==> config.mk <==
export PLATFORM = sky130hd
export DESIGN_NAME = round_robin_task_ring_flat
export DESIGN_NICKNAME = d
export VERILOG_FILES = /design/src/sv/rrtr_pkg.sv /design/src/sv/rrtr_channels.sv /design/src/sv/round_robin_task_ring.sv /design/src/flat_wrapper.sv
export VERILOG_INCLUDE_DIRS = /design/src /design/src/sv
export SDC_FILE = /design/constraint.sdc
export NUM_CORES = 1
export LEC_CHECK = 0
export BUFFER_PORTS_ARGS = -buffer_cell sky130_fd_sc_hd__buf_2
export CAP_MARGIN = 20
export CORE_UTILIZATION = 55
export DETAILED_ROUTE_END_ITERATION = 6
export PLACE_DENSITY = 0.78
export SETUP_SLACK_MARGIN = 0.02
export SYNTH_ARGS = -nofsm -noshare
export SYNTH_HDL_FRONTEND = slang
export SYNTH_SLANG_ARGS = --single-unit
==> constraint.sdc <==
create_clock -name clk -period 6.15 [get_ports clk]
set_input_delay 1.845 -clock clk [delete_from_list [all_inputs] [get_ports clk]]
set_output_delay 1.845 -clock clk [all_outputs]
set_load 0.005 [all_outputs]
==> src/sv/round_robin_task_ring_macros.svh <==
// Assertion macros for the round-robin task ring.
// Uses the clk and rst_n signals of the module that includes it.
`ifndef ROUND_ROBIN_TASK_RING_MACROS_SVH
`define ROUND_ROBIN_TASK_RING_MACROS_SVH
`ifndef SYNTHESIS
`define RRTR_ASSERT_IMPLIES(lbl, ante, cons) \
  lbl: assert property (@(posedge clk) disable iff (!rst_n) (ante) |-> (cons)) \
    else $error("task ring same-cycle check failed");
`define RRTR_ASSERT_NEXT(lbl, ante, cons) \
  lbl: assert property (@(posedge clk) disable iff (!rst_n) (ante) |=> (cons)) \
    else $error("task ring next-cycle check failed");
`else
`define RRTR_ASSERT_IMPLIES(lbl, ante, cons)
`define RRTR_ASSERT_NEXT(lbl, ante, cons)
`endif
`endif

==> src/sv/rrtr_pkg.sv <==
// Shared types and constants for the round-robin task ring.
// No dependencies; used by the channel interfaces and the top level.
`default_nettype none

package rrtr_pkg;

  localparam int OP_W          = 3;
  localparam int SLOT_W        = 3;
  localparam int BUSY_W        = 3;
  localparam int TASK_ID_MAX_W = 6;

  typedef enum logic [OP_W-1:0] {
    OP_YIELD   = 3'd0,
    OP_ALLOC   = 3'd1,
    OP_RELEASE = 3'd2,
    OP_LAUNCH  = 3'd3,
    OP_FINISH  = 3'd4,
    OP_QUERY   = 3'd5
  } op_t;

endpackage

`default_nettype wire

==> src/sv/rrtr_channels.sv <==
// Valid/ready channel interfaces for the round-robin task ring.
// Depends on rrtr_pkg for the field widths.
`default_nettype none

interface rrtr_in_if;
  logic                            valid;
  logic                            ready;
  logic [rrtr_pkg::OP_W-1:0]       op;
  logic [rrtr_pkg::SLOT_W-1:0]     slot;

  modport source (output valid, output op, output slot, input ready);
  modport sink   (input valid, input op, input slot, output ready);
endinterface

interface rrtr_out_if;
  logic                            valid;
  logic                            ready;
  logic                            switched;
  logic [rrtr_pkg::SLOT_W-1:0]     now_task;
  logic                            fresh_start;
  logic [rrtr_pkg::SLOT_W-1:0]     granted_slot;
  logic                            grant_ok;
  logic                            slot_busy;
  logic [rrtr_pkg::BUSY_W-1:0]     busy_apps;
  logic                            app_active;

  modport source (output valid, output switched, output now_task, output fresh_start,
                  output granted_slot, output grant_ok, output slot_busy,
                  output busy_apps, output app_active, input ready);
  modport sink   (input valid, input switched, input now_task, input fresh_start,
                  input granted_slot, input grant_ok, input slot_busy,
                  input busy_apps, input app_active, output ready);
endinterface

`default_nettype wire

==> src/sv/round_robin_task_ring.sv <==
// Round-robin task ring top level; depends on rrtr_pkg, rrtr_channels and the macro header.
// A result is registered and becomes valid in the cycle after its op transfer is accepted.
// Throughput: one op per cycle; the ring state and result register update in the same
// cycle, so a new op is taken whenever the result register is empty or being drained.
// Reset (synchronous, active low): task 0 runnable and current, no saved contexts,
// result register empty.
`default_nettype none
`include "round_robin_task_ring_macros.svh"

module round_robin_task_ring #(
  parameter int TASK_COUNT = 8
) (
  input  logic          clk,
  input  logic          rst_n,
  rrtr_in_if.sink       in_ch,
  rrtr_out_if.source    out_ch
);

  localparam int ID_W = (TASK_COUNT > 2) ? $clog2(TASK_COUNT) : 1;

  typedef logic [TASK_COUNT-1:0] vec_t;
  typedef logic [ID_W-1:0]       id_t;

  // Ring state. Bit 0 of ready_r never clears: task 0 is always runnable.
  // app_cnt_r tracks the number of runnable app slots so no popcount is needed.
  vec_t ready_r, ready_nxt;
  vec_t saved_r, saved_nxt;
  id_t  cur_r, cur_nxt;
  id_t  app_cnt_r, app_cnt_nxt;

  // Result register.
  logic                            out_valid_r;
  logic                            out_sw_r, sw_nxt;
  logic [rrtr_pkg::SLOT_W-1:0]     out_now_r, now_nxt;
  logic                            out_fresh_r, fresh_nxt;
  logic [rrtr_pkg::SLOT_W-1:0]     out_granted_r, granted_nxt;
  logic                            out_ok_r, ok_nxt;
  logic                            out_busy_r, busy_nxt;
  logic [rrtr_pkg::BUSY_W-1:0]     out_busy_apps_r, busy_apps_nxt;
  logic                            out_app_r, app_nxt;

  logic accept;
  logic in_ready;
  rrtr_pkg::op_t op;

  // Decoded slot and current-task vectors.
  vec_t slot_oh;
  vec_t me_oh;
  vec_t above_me;
  logic slot_in_range;
  logic slot_is_me;
  logic me_is_zero;
  vec_t fin_clear;

  // Round-robin search, shared by yield and finish.
  vec_t search_vec;
  vec_t search_hi;
  vec_t search_pick;
  vec_t tgt_oh;
  id_t  tgt_id;
  logic tgt_switch;
  logic tgt_saved;

  // First-free search for allocate.
  vec_t free_vec;
  vec_t free_oh;
  id_t  grant_id;
  logic grant_found;

  id_t  gr_id;
  logic [rrtr_pkg::TASK_ID_MAX_W-1:0] cnt_wide;

  // The result register is parted from the input side: a new op is taken while
  // the present result is being transferred out.
  assign in_ready    = !out_valid_r || out_ch.ready;
  assign accept      = in_ch.valid && in_ready;
  assign in_ch.ready = in_ready;
  assign op          = rrtr_pkg::op_t'(in_ch.op);

  // One-hot decode of the slot field (slot 0 never counts as in range), of the
  // current task, and a mask of every task numbered above the current one.
  always_comb begin
    for (int i = 0; i < TASK_COUNT; i++) begin
      slot_oh[i]  = (i != 0) && (int'(in_ch.slot) == i);
      me_oh[i]    = (int'(cur_r) == i);
      above_me[i] = (i > int'(cur_r));
    end
  end

  assign slot_in_range = |slot_oh;
  assign slot_is_me    = |(slot_oh & me_oh);
  assign me_is_zero    = (cur_r == '0);
  // Finish releases the current task unless it is task 0.
  assign fin_clear     = me_is_zero ? '0 : me_oh;

  // Next runnable task after the current one, wrapping round the ring. Tasks
  // above the current one win; otherwise the lowest runnable task is taken,
  // which may be the current task itself (then nothing switches).
  assign search_vec  = (op == rrtr_pkg::OP_FINISH) ? (ready_r & ~fin_clear) : ready_r;
  assign search_hi   = search_vec & above_me;
  assign search_pick = (|search_hi) ? search_hi : search_vec;
  assign tgt_oh      = search_pick & (~search_pick + vec_t'(1));
  assign tgt_switch  = (|search_pick) && (tgt_id != cur_r);
  assign tgt_saved   = |(tgt_oh & saved_r);

  // Lowest app slot that is not runnable.
  assign free_vec    = ~ready_r & ~vec_t'(1);
  assign free_oh     = free_vec & (~free_vec + vec_t'(1));
  assign grant_found = |free_vec;

  // One-hot to index encoders.
  always_comb begin
    tgt_id   = '0;
    grant_id = '0;
    for (int i = 0; i < TASK_COUNT; i++) begin
      if (tgt_oh[i]) begin
        tgt_id = tgt_id | id_t'(i);
      end
      if (free_oh[i]) begin
        grant_id = grant_id | id_t'(i);
      end
    end
  end

  // Per-op state update and result.
  always_comb begin
    ready_nxt   = ready_r;
    saved_nxt   = saved_r;
    cur_nxt     = cur_r;
    app_cnt_nxt = app_cnt_r;
    sw_nxt      = 1'b0;
    fresh_nxt   = 1'b0;
    ok_nxt      = 1'b0;
    gr_id       = '0;
    unique case (op)
      rrtr_pkg::OP_YIELD: begin
        if (tgt_switch) begin
          saved_nxt = saved_r | me_oh;
          cur_nxt   = tgt_id;
          sw_nxt    = 1'b1;
          fresh_nxt = !tgt_saved;
        end
      end
      rrtr_pkg::OP_ALLOC: begin
        if (grant_found) begin
          ready_nxt   = ready_r | free_oh;
          saved_nxt   = saved_r & ~free_oh;
          app_cnt_nxt = app_cnt_r + id_t'(1);
          gr_id       = grant_id;
          ok_nxt      = 1'b1;
        end
      end
      rrtr_pkg::OP_RELEASE: begin
        if (slot_in_range) begin
          ready_nxt = ready_r & ~slot_oh;
          saved_nxt = saved_r & ~slot_oh;
          if (|(slot_oh & ready_r)) begin
            app_cnt_nxt = app_cnt_r - id_t'(1);
          end
        end
      end
      rrtr_pkg::OP_LAUNCH: begin
        if (slot_in_range) begin
          ready_nxt = ready_r | slot_oh;
          // Launching the current task leaves its saved bit set.
          saved_nxt = (saved_r & ~slot_oh) | me_oh;
          if (!(|(slot_oh & ready_r))) begin
            app_cnt_nxt = app_cnt_r + id_t'(1);
          end
          if (!slot_is_me) begin
            cur_nxt   = id_t'(in_ch.slot);
            sw_nxt    = 1'b1;
            fresh_nxt = 1'b1;
          end
        end
      end
      rrtr_pkg::OP_FINISH: begin
        ready_nxt = ready_r & ~fin_clear;
        saved_nxt = saved_r & ~fin_clear;
        if (|(fin_clear & ready_r)) begin
          app_cnt_nxt = app_cnt_r - id_t'(1);
        end
        if (tgt_switch) begin
          cur_nxt   = tgt_id;
          sw_nxt    = 1'b1;
          fresh_nxt = !tgt_saved;
        end
      end
      default: begin
        // Query and the unused codes leave the ring untouched.
      end
    endcase
  end

  // Status fields, all taken from the state after the op.
  assign cnt_wide      = rrtr_pkg::TASK_ID_MAX_W'(app_cnt_nxt);
  assign busy_apps_nxt = (cnt_wide > rrtr_pkg::TASK_ID_MAX_W'(7)) ?
                         rrtr_pkg::BUSY_W'(7) : rrtr_pkg::BUSY_W'(cnt_wide);
  assign now_nxt       = rrtr_pkg::SLOT_W'(rrtr_pkg::TASK_ID_MAX_W'(cur_nxt));
  assign granted_nxt   = rrtr_pkg::SLOT_W'(rrtr_pkg::TASK_ID_MAX_W'(gr_id));
  assign busy_nxt      = |(slot_oh & ready_nxt);
  assign app_nxt       = (cur_nxt != '0);

  always_ff @(posedge clk) begin
    if (!rst_n) begin
      ready_r     <= vec_t'(1);
      saved_r     <= '0;
      cur_r       <= '0;
      app_cnt_r   <= '0;
      out_valid_r <= 1'b0;
    end else begin
      if (accept) begin
        ready_r     <= ready_nxt;
        saved_r     <= saved_nxt;
        cur_r       <= cur_nxt;
        app_cnt_r   <= app_cnt_nxt;
        out_valid_r <= 1'b1;
      end else if (out_ch.ready) begin
        out_valid_r <= 1'b0;
      end
    end
  end

  // Result payload needs no reset; it is only read while out_valid_r is set.
  always_ff @(posedge clk) begin
    if (accept) begin
      out_sw_r        <= sw_nxt;
      out_now_r       <= now_nxt;
      out_fresh_r     <= fresh_nxt;
      out_granted_r   <= granted_nxt;
      out_ok_r        <= ok_nxt;
      out_busy_r      <= busy_nxt;
      out_busy_apps_r <= busy_apps_nxt;
      out_app_r       <= app_nxt;
    end
  end

  assign out_ch.valid        = out_valid_r;
  assign out_ch.switched     = out_sw_r;
  assign out_ch.now_task     = out_now_r;
  assign out_ch.fresh_start  = out_fresh_r;
  assign out_ch.granted_slot = out_granted_r;
  assign out_ch.grant_ok     = out_ok_r;
  assign out_ch.slot_busy    = out_busy_r;
  assign out_ch.busy_apps    = out_busy_apps_r;
  assign out_ch.app_active   = out_app_r;

  // Task 0 must stay runnable whatever the op sequence.
  `RRTR_ASSERT_IMPLIES(a_task0_runnable, 1'b1, ready_r[0])
  // The running app count can never exceed the number of app slots.
  `RRTR_ASSERT_IMPLIES(a_cnt_bound, 1'b1, int'(app_cnt_r) < TASK_COUNT)
  // A fresh start is only reported together with a switch.
  `RRTR_ASSERT_IMPLIES(a_fresh_needs_switch, out_valid_r && out_fresh_r, out_sw_r)
  // Any result without a grant, such as a failed allocate, reports slot zero.
  `RRTR_ASSERT_IMPLIES(a_grant_zero, out_valid_r && !out_ok_r, out_granted_r == '0)
  // A switch always moves the current task.
  `RRTR_ASSERT_NEXT(a_switch_moves, accept && sw_nxt, cur_r != $past(cur_r))

endmodule

`default_nettype wire
==> src/flat_wrapper.sv <==
// flat-port wrapper written by rule: the top's interface ports become plain ports
module round_robin_task_ring_flat 
#(
  parameter int TASK_COUNT = 8
)
  (clk, rst_n, in_ch_valid, in_ch_op, in_ch_slot, in_ch_ready, out_ch_valid, out_ch_switched, out_ch_now_task, out_ch_fresh_start, out_ch_granted_slot, out_ch_grant_ok, out_ch_slot_busy, out_ch_busy_apps, out_ch_app_active, out_ch_ready);
  rrtr_in_if in_ch_i ();
  rrtr_out_if out_ch_i ();
  input  logic clk;
  input  logic rst_n;
  input wire logic [$bits(in_ch_i.valid)-1:0] in_ch_valid;
  input wire logic [$bits(in_ch_i.op)-1:0] in_ch_op;
  input wire logic [$bits(in_ch_i.slot)-1:0] in_ch_slot;
  output wire logic [$bits(in_ch_i.ready)-1:0] in_ch_ready;
  output wire logic [$bits(out_ch_i.valid)-1:0] out_ch_valid;
  output wire logic [$bits(out_ch_i.switched)-1:0] out_ch_switched;
  output wire logic [$bits(out_ch_i.now_task)-1:0] out_ch_now_task;
  output wire logic [$bits(out_ch_i.fresh_start)-1:0] out_ch_fresh_start;
  output wire logic [$bits(out_ch_i.granted_slot)-1:0] out_ch_granted_slot;
  output wire logic [$bits(out_ch_i.grant_ok)-1:0] out_ch_grant_ok;
  output wire logic [$bits(out_ch_i.slot_busy)-1:0] out_ch_slot_busy;
  output wire logic [$bits(out_ch_i.busy_apps)-1:0] out_ch_busy_apps;
  output wire logic [$bits(out_ch_i.app_active)-1:0] out_ch_app_active;
  input wire logic [$bits(out_ch_i.ready)-1:0] out_ch_ready;
  assign in_ch_i.valid = in_ch_valid;
  assign in_ch_i.op = in_ch_op;
  assign in_ch_i.slot = in_ch_slot;
  assign in_ch_ready = in_ch_i.ready;
  assign out_ch_valid = out_ch_i.valid;
  assign out_ch_switched = out_ch_i.switched;
  assign out_ch_now_task = out_ch_i.now_task;
  assign out_ch_fresh_start = out_ch_i.fresh_start;
  assign out_ch_granted_slot = out_ch_i.granted_slot;
  assign out_ch_grant_ok = out_ch_i.grant_ok;
  assign out_ch_slot_busy = out_ch_i.slot_busy;
  assign out_ch_busy_apps = out_ch_i.busy_apps;
  assign out_ch_app_active = out_ch_i.app_active;
  assign out_ch_i.ready = out_ch_ready;
  round_robin_task_ring #(.TASK_COUNT(TASK_COUNT)) u_core (.clk(clk), .rst_n(rst_n), .in_ch(in_ch_i), .out_ch(out_ch_i));
endmodule
After elaboration in Yosys (flattened, before gate mapping)
Cells that the tools add are included.

cells by class
  multiplexer cells = 46
  reduce and logical (&&, ||, !) cells = 23
  bitwise operators = 23
  equality and inequality tests = 23
  add/subtract/negate cells = 4
  $lt $le $gt $ge = 8

operators by type and width
  kind                 number
  $and 8x8->8          13
  $mux 8               10
  $reduce_or 8->1      7
  $mux 3               17
  $not 8->8            6
  $pmux 8 s5           1
  $or 8x8->8           4
  $pmux 8 s4           1
  $eq 3x3->1 const B   9
  $eq 3x2->1 const B   6
  $add 8x1->8 const B  2
  $reduce_or 7->1      2
  $gt 3x3->1 const A   4
  $pmux 3 s4           1
  $eq 3x1->1 const B   3
  $logic_not 3->1      3
  $mux 1               9
  $mux 2               4
  $ne 2x1->1 const B   4
  $gt 2x3->1 const A   2
  $pmux 3 s2           1
  $reduce_and 6->1     1
  $reduce_bool 5->1    1
  $pmux 1 s2           2
  other kinds (12)     14

word-level totals
  flip-flop bits (word level) = 37
  logic and storage cells = 140
  output and inout port bits = 16
  input port bits = 10

Depth between registers and ports, before layout
  word-level depth = 23
  mapped depth = 12
  mapped depth without buffers = 9

Worst setup path after synthesis
No wires, ideal clock.

  path type = input port to flip-flop
  start = in in_ch_op[1]
  end = reg u_core.out_app_r, in the netlist u_core.out_ch.app_active, data pin
  data required time = 5.884 ns
  setup time = 0.266 ns
  cell stages on the path = 11
  buffers on the path = 2
  path slack = 1.853 ns
  arrival = 4.030 ns
  path through = buf_6 or3b_1 buf_6 o31ai_4 a22oi_1 or3_1 a221oi_2 o22ai_2 nor2_2 o221ai_2 nand4bb_1

on the way
  longest elaborated chain between the ends = 20
  elaborated cells on any way between the ends = 24
  those cells by class = add/sub: 1; eq/ne: 3; mux: 11; bitwise: 3; reduce/logical: 6

RTL lines
  element                RTL line                                                    source
  from (decl)            flat_wrapper.sv:12                                          input wire logic [$bits(in_ch_i.op)-1:0] in_ch_op;
  $eq 3x3->1             round_robin_task_ring.sv:99, round_robin_task_ring.sv:135
  $mux 8                 round_robin_task_ring.sv:99                                 assign search_vec = (op == rrtr_pkg::OP_FINISH) ? (ready_r & ~fin_clear) : ready_r;
  $and 8x8->8            round_robin_task_ring.sv:100                                assign search_hi = search_vec & above_me;
  $reduce_or 8->1        round_robin_task_ring.sv:101                                assign search_pick = (|search_hi) ? search_hi : search_vec;
  $mux 8                 round_robin_task_ring.sv:101
  $not 8->8              round_robin_task_ring.sv:102                                assign tgt_oh = search_pick & (~search_pick + vec_t'(1));
  $add 8x1->8            round_robin_task_ring.sv:102
  $and 8x8->8            round_robin_task_ring.sv:102
  (+3 left out)          -
  $mux 3 (4 in a row)    round_robin_task_ring.sv:116                                if (tgt_oh[i]) begin
  $ne 3x3->1             round_robin_task_ring.sv:103                                assign tgt_switch = (|search_pick) && (tgt_id != cur_r);
  $logic_and 1x1->1      round_robin_task_ring.sv:103
  $mux 3                 round_robin_task_ring.sv:137, round_robin_task_ring.sv:183
  $pmux 3 s2 *           round_robin_task_ring.sv:135                                unique case (op)
  net u_core.cur_nxt[1]  round_robin_task_ring.sv:28                                 id_t cur_r, cur_nxt;
  $reduce_bool 3->1 *    round_robin_task_ring.sv:202                                assign app_nxt = (cur_nxt != '0);
  net u_core.app_nxt     round_robin_task_ring.sv:40                                 logic out_app_r, app_nxt;
  to (signal assigned)   round_robin_task_ring.sv:234                                out_app_r <= app_nxt;
  to (decl)              round_robin_task_ring.sv:40

Mark *: on every way through the listed nets, which the timed path passes. The rest lies on a longest branch.
A chain may end at the register's enable or synchronous reset.

Worst setup path after layout
  start = in in_ch_op[2]
  end = reg u_core.out_app_r, in the netlist u_core.out_ch.app_active, data pin

The elaborated chain is that of the path after synthesis.

==> results.cfg <==
[timing]
maxSlewHeadroom = 0.4740
fmax_mhz = 215.7
fin_crit_sh = 0.7540
drv_slew = 0
setup_violations = 0
setup_slack_ns = 1.513
fin_tns_setup_ns = 0
rsz0062_at_grt = false
fin_worst_skew_ns = 0.009829
worstMarginPinSlew_ns = 0.7879
final.min_clock_period_ns = 4.637
finalHoldViolations = 0

[yosys]
async_flop_share = 0
synthesis.nets = 454
synthDistinctLibCells = 82
synth_edf_count = 14
netlist_area_um2 = 3353
syn_area_per_cell_um2 = 7.586
ys_seq_area_frac = 0.2627
postSynthCellCount = 442
ys_seq_elements = 37
yosys_warnings = 0
synthFlopType = dfxtp_1

[drt]
drc = 0
first_iter_violations = 523
finalWirelength_um = 10540
dr.pass1.iters = 6
vias_per_cell = 7.260
avgRoutedWirePerCell_um = 20.43
drtAntennaViolNets = 0
vias = 3746

[setup_path]
path_class = in -> reg
cp.required_ns = 6.20
critPathSlowestCell = or3b_1
cpPeakStageDelay_ns = 0.56
crit_family = simple AND/OR/NAND/NOR gates
worstPathCellList = buf_2 -> or3b_1 -> o31ai_4 -> a22oi_1 -> or3_1 -> a221oi_2 -> o22ai_2 -> nor2_2 -> o221ai_2 -> nand4bb_1
cp-end-kind = flop
critPathArrivalTime_ns = 4.69
crit_fanout = 23
worstSetupStartpointType = input port
crit_buf_inv = 1

[clock_tree]
post_cts_buffers = 0
cts_buffers = 5
cts_root_buf = clkbuf_8
numClockSinks = 37
clkTransAtPathRegs_ns = 0.09
cts_tree = done
cts_buffer_depth = 2
cts_resized = 0
clock_latency_ns = 0.30
hold_buffers = 0
htree_levels = 2

[finish]
multi_input_area_um2 = 2248
n_antenna_cell = 0
nFillCells = 553
final_common_cell = nand2_1
area.sequential_um2 = 880.8
final_cell_mix = 51 x nand2_1, 40 x nor2_1, 38 x a21oi_1
drive_gt1_frac = 0.1406
fin_util = 0.6076
final_nets = 452
syn_to_final_growth_pct = 6.642

[hold_path]
hp-class = reg -> reg

[floorplan]
die-area_um2 = 6413
row_count = 28
die_w_um = 80.08
io_pins = 26
core_um2 = 5886
die_h_um = 80.08
start_util = 0.5697

[power]
finalPower_uw = 836.1
max-vdd-ir-drop_mv = 0.1495
powerDensity_nw_per_um2 = 233.8
leakagePower_uw = 0.001270

[grt]
gr-total-overflow = 0
use_met3 = 0.07614
grt_util_all_layers = 0.3438
grtUsageMet2 = 0.5316
antenna_found_initial = 0
grt_max_degree = 36
grt_pass1_wl_um = 16910
busiest_layer = met2
use_met1 = 0.4352
grt_pass1_vias = 3356

[placement]
port_buffers = 25
dp_hpwl_um = 7286
dp_slack_ns = 1.336
gp_congestion = 1.037

[outcome]
outcome = finished, final reports clean

[job]
drv_cap = 0
==> metrics by stage <==
stage	hold slack (ns)	instance area, um^2	instances
final	0.4601	3576	516
after global routing	0.5018	3576	516
after detailed placement	0.4413	3438	508
after global placement	0.4356	3438	508
after floorplan	0.4153	3353	442
after CTS	0.4636	3576	516
==> layout make-up <==
type                       instances  area share
inverter                          14     0.01470
clock inverter                     3     0.01924
multi-input combinational        352      0.6288
timing repair buffer              30     0.04549
clock buffer                       5     0.01924
sequential                        37      0.2463
tap                               75     0.02624
==> cell families (layout without fill, tap and decap cells) <==
family,after synthesis,count (layout),share of synthesized area
AO/OA/AOI/OAI,161,161,0.3664
XOR/XNOR,7,7,0.01828
adder cells (fa/ha/maj),2,2,0.007461
buffers and inverters,53,52,0.06679
flip-flops,37,37,0.2627
multiplexers,4,4,0.01567
AND/OR/NAND/NOR,178,178,0.2627
==> flip-flops by register name (all words and copies together), names as in the netlist <==
| name | cells |
|---|---|
| u_core.ready_r | 8 |
| u_core.saved_r | 8 |
| u_core.app_cnt_r | 3 |
| u_core.cur_r | 3 |
| u_core.out_ch.busy_apps | 3 |
| u_core.out_ch.granted_slot | 3 |
| u_core.out_ch.now_task | 3 |
| u_core.out_ch.app_active | 1 |
| u_core.out_ch.fresh_start | 1 |
| u_core.out_ch.grant_ok | 1 |
| u_core.out_ch.slot_busy | 1 |
| u_core.out_ch.switched | 1 |
| u_core.out_ch.valid | 1 |
==> cell usage after synthesis, types with 4 or more instances <==
| cell | count | area share |
|---|---|---|
| nand2_1 | 51 | 0.057 |
| nor2_1 | 40 | 0.045 |
| a21oi_1 | 38 | 0.057 |
| clkbuf_1 | 28 | 0.031 |
| o21ai_0 | 25 | 0.037 |
| dfxtp_1 | 23 | 0.14 |
| nand3_1 | 22 | 0.033 |
| a211oi_1 | 14 | 0.031 |
| edfxtp_1 | 14 | 0.13 |
| inv_1 | 14 | 0.016 |
| nor3_1 | 11 | 0.016 |
| a31oi_1 | 9 | 0.017 |
| nand4_1 | 9 | 0.017 |
| and3_1 | 6 | 0.011 |
| nor2b_1 | 6 | 0.011 |
| o22ai_1 | 6 | 0.011 |
| buf_2 | 5 | 0.0075 |
| o21a_1 | 5 | 0.011 |
| a22o_1 | 4 | 0.010 |
| nand2b_1 | 4 | 0.0075 |
| nor3b_1 | 4 | 0.0090 |
| o211a_1 | 4 | 0.012 |
| or3_1 | 4 | 0.0075 |
| xnor2_1 | 4 | 0.010 |
==> routing by layer <==
| metal | up-vias | part of all wire |
|---|---|---|
| met2 | 268 | 0.45 |
| li1 | 1679 | - |
| met4 | 0 | 0.050 |
| met3 | 62 | 0.11 |
| met5 | - | 0 |
| met1 | 1737 | 0.39 |
==> power by group <==
part           switching [uW]  leakage [uW]  internal [uW]  total, uW
Combinational             181      0.000874           95.4        277
Sequential               18.3      0.000328            273        291
Clock                     105     0.0000687            163        268
==> worst paths after layout <==
| path | slack, ns | endpoint | cells past startpoint | from |
|---|---|---|---|---|
| min reg2reg | 0.46 | u_core.ready_r[0]$_SDFFE_PN1P_ | 2 | u_core.ready_r[0]$_SDFFE_PN1P_ |
| min | 0.46 | u_core.ready_r[0]$_SDFFE_PN1P_ | 2 | u_core.ready_r[0]$_SDFFE_PN1P_ |
| max | 1.51 | u_core.out_ch.app_active$_DFFE_PP_ | 10 | in_ch_op[2] |
| max reg2reg | 2.52 | u_core.out_ch.app_active$_DFFE_PP_ | 9 | u_core.cur_r[1]$_SDFFE_PN0P_ |
==> tightest hold or removal path: stages (launching register included) <==
cell and delay, ns:
dfxtp_1 0.32, inv_1 0.07, nand2_1 0.05
(Power assumes the default switching activity.)
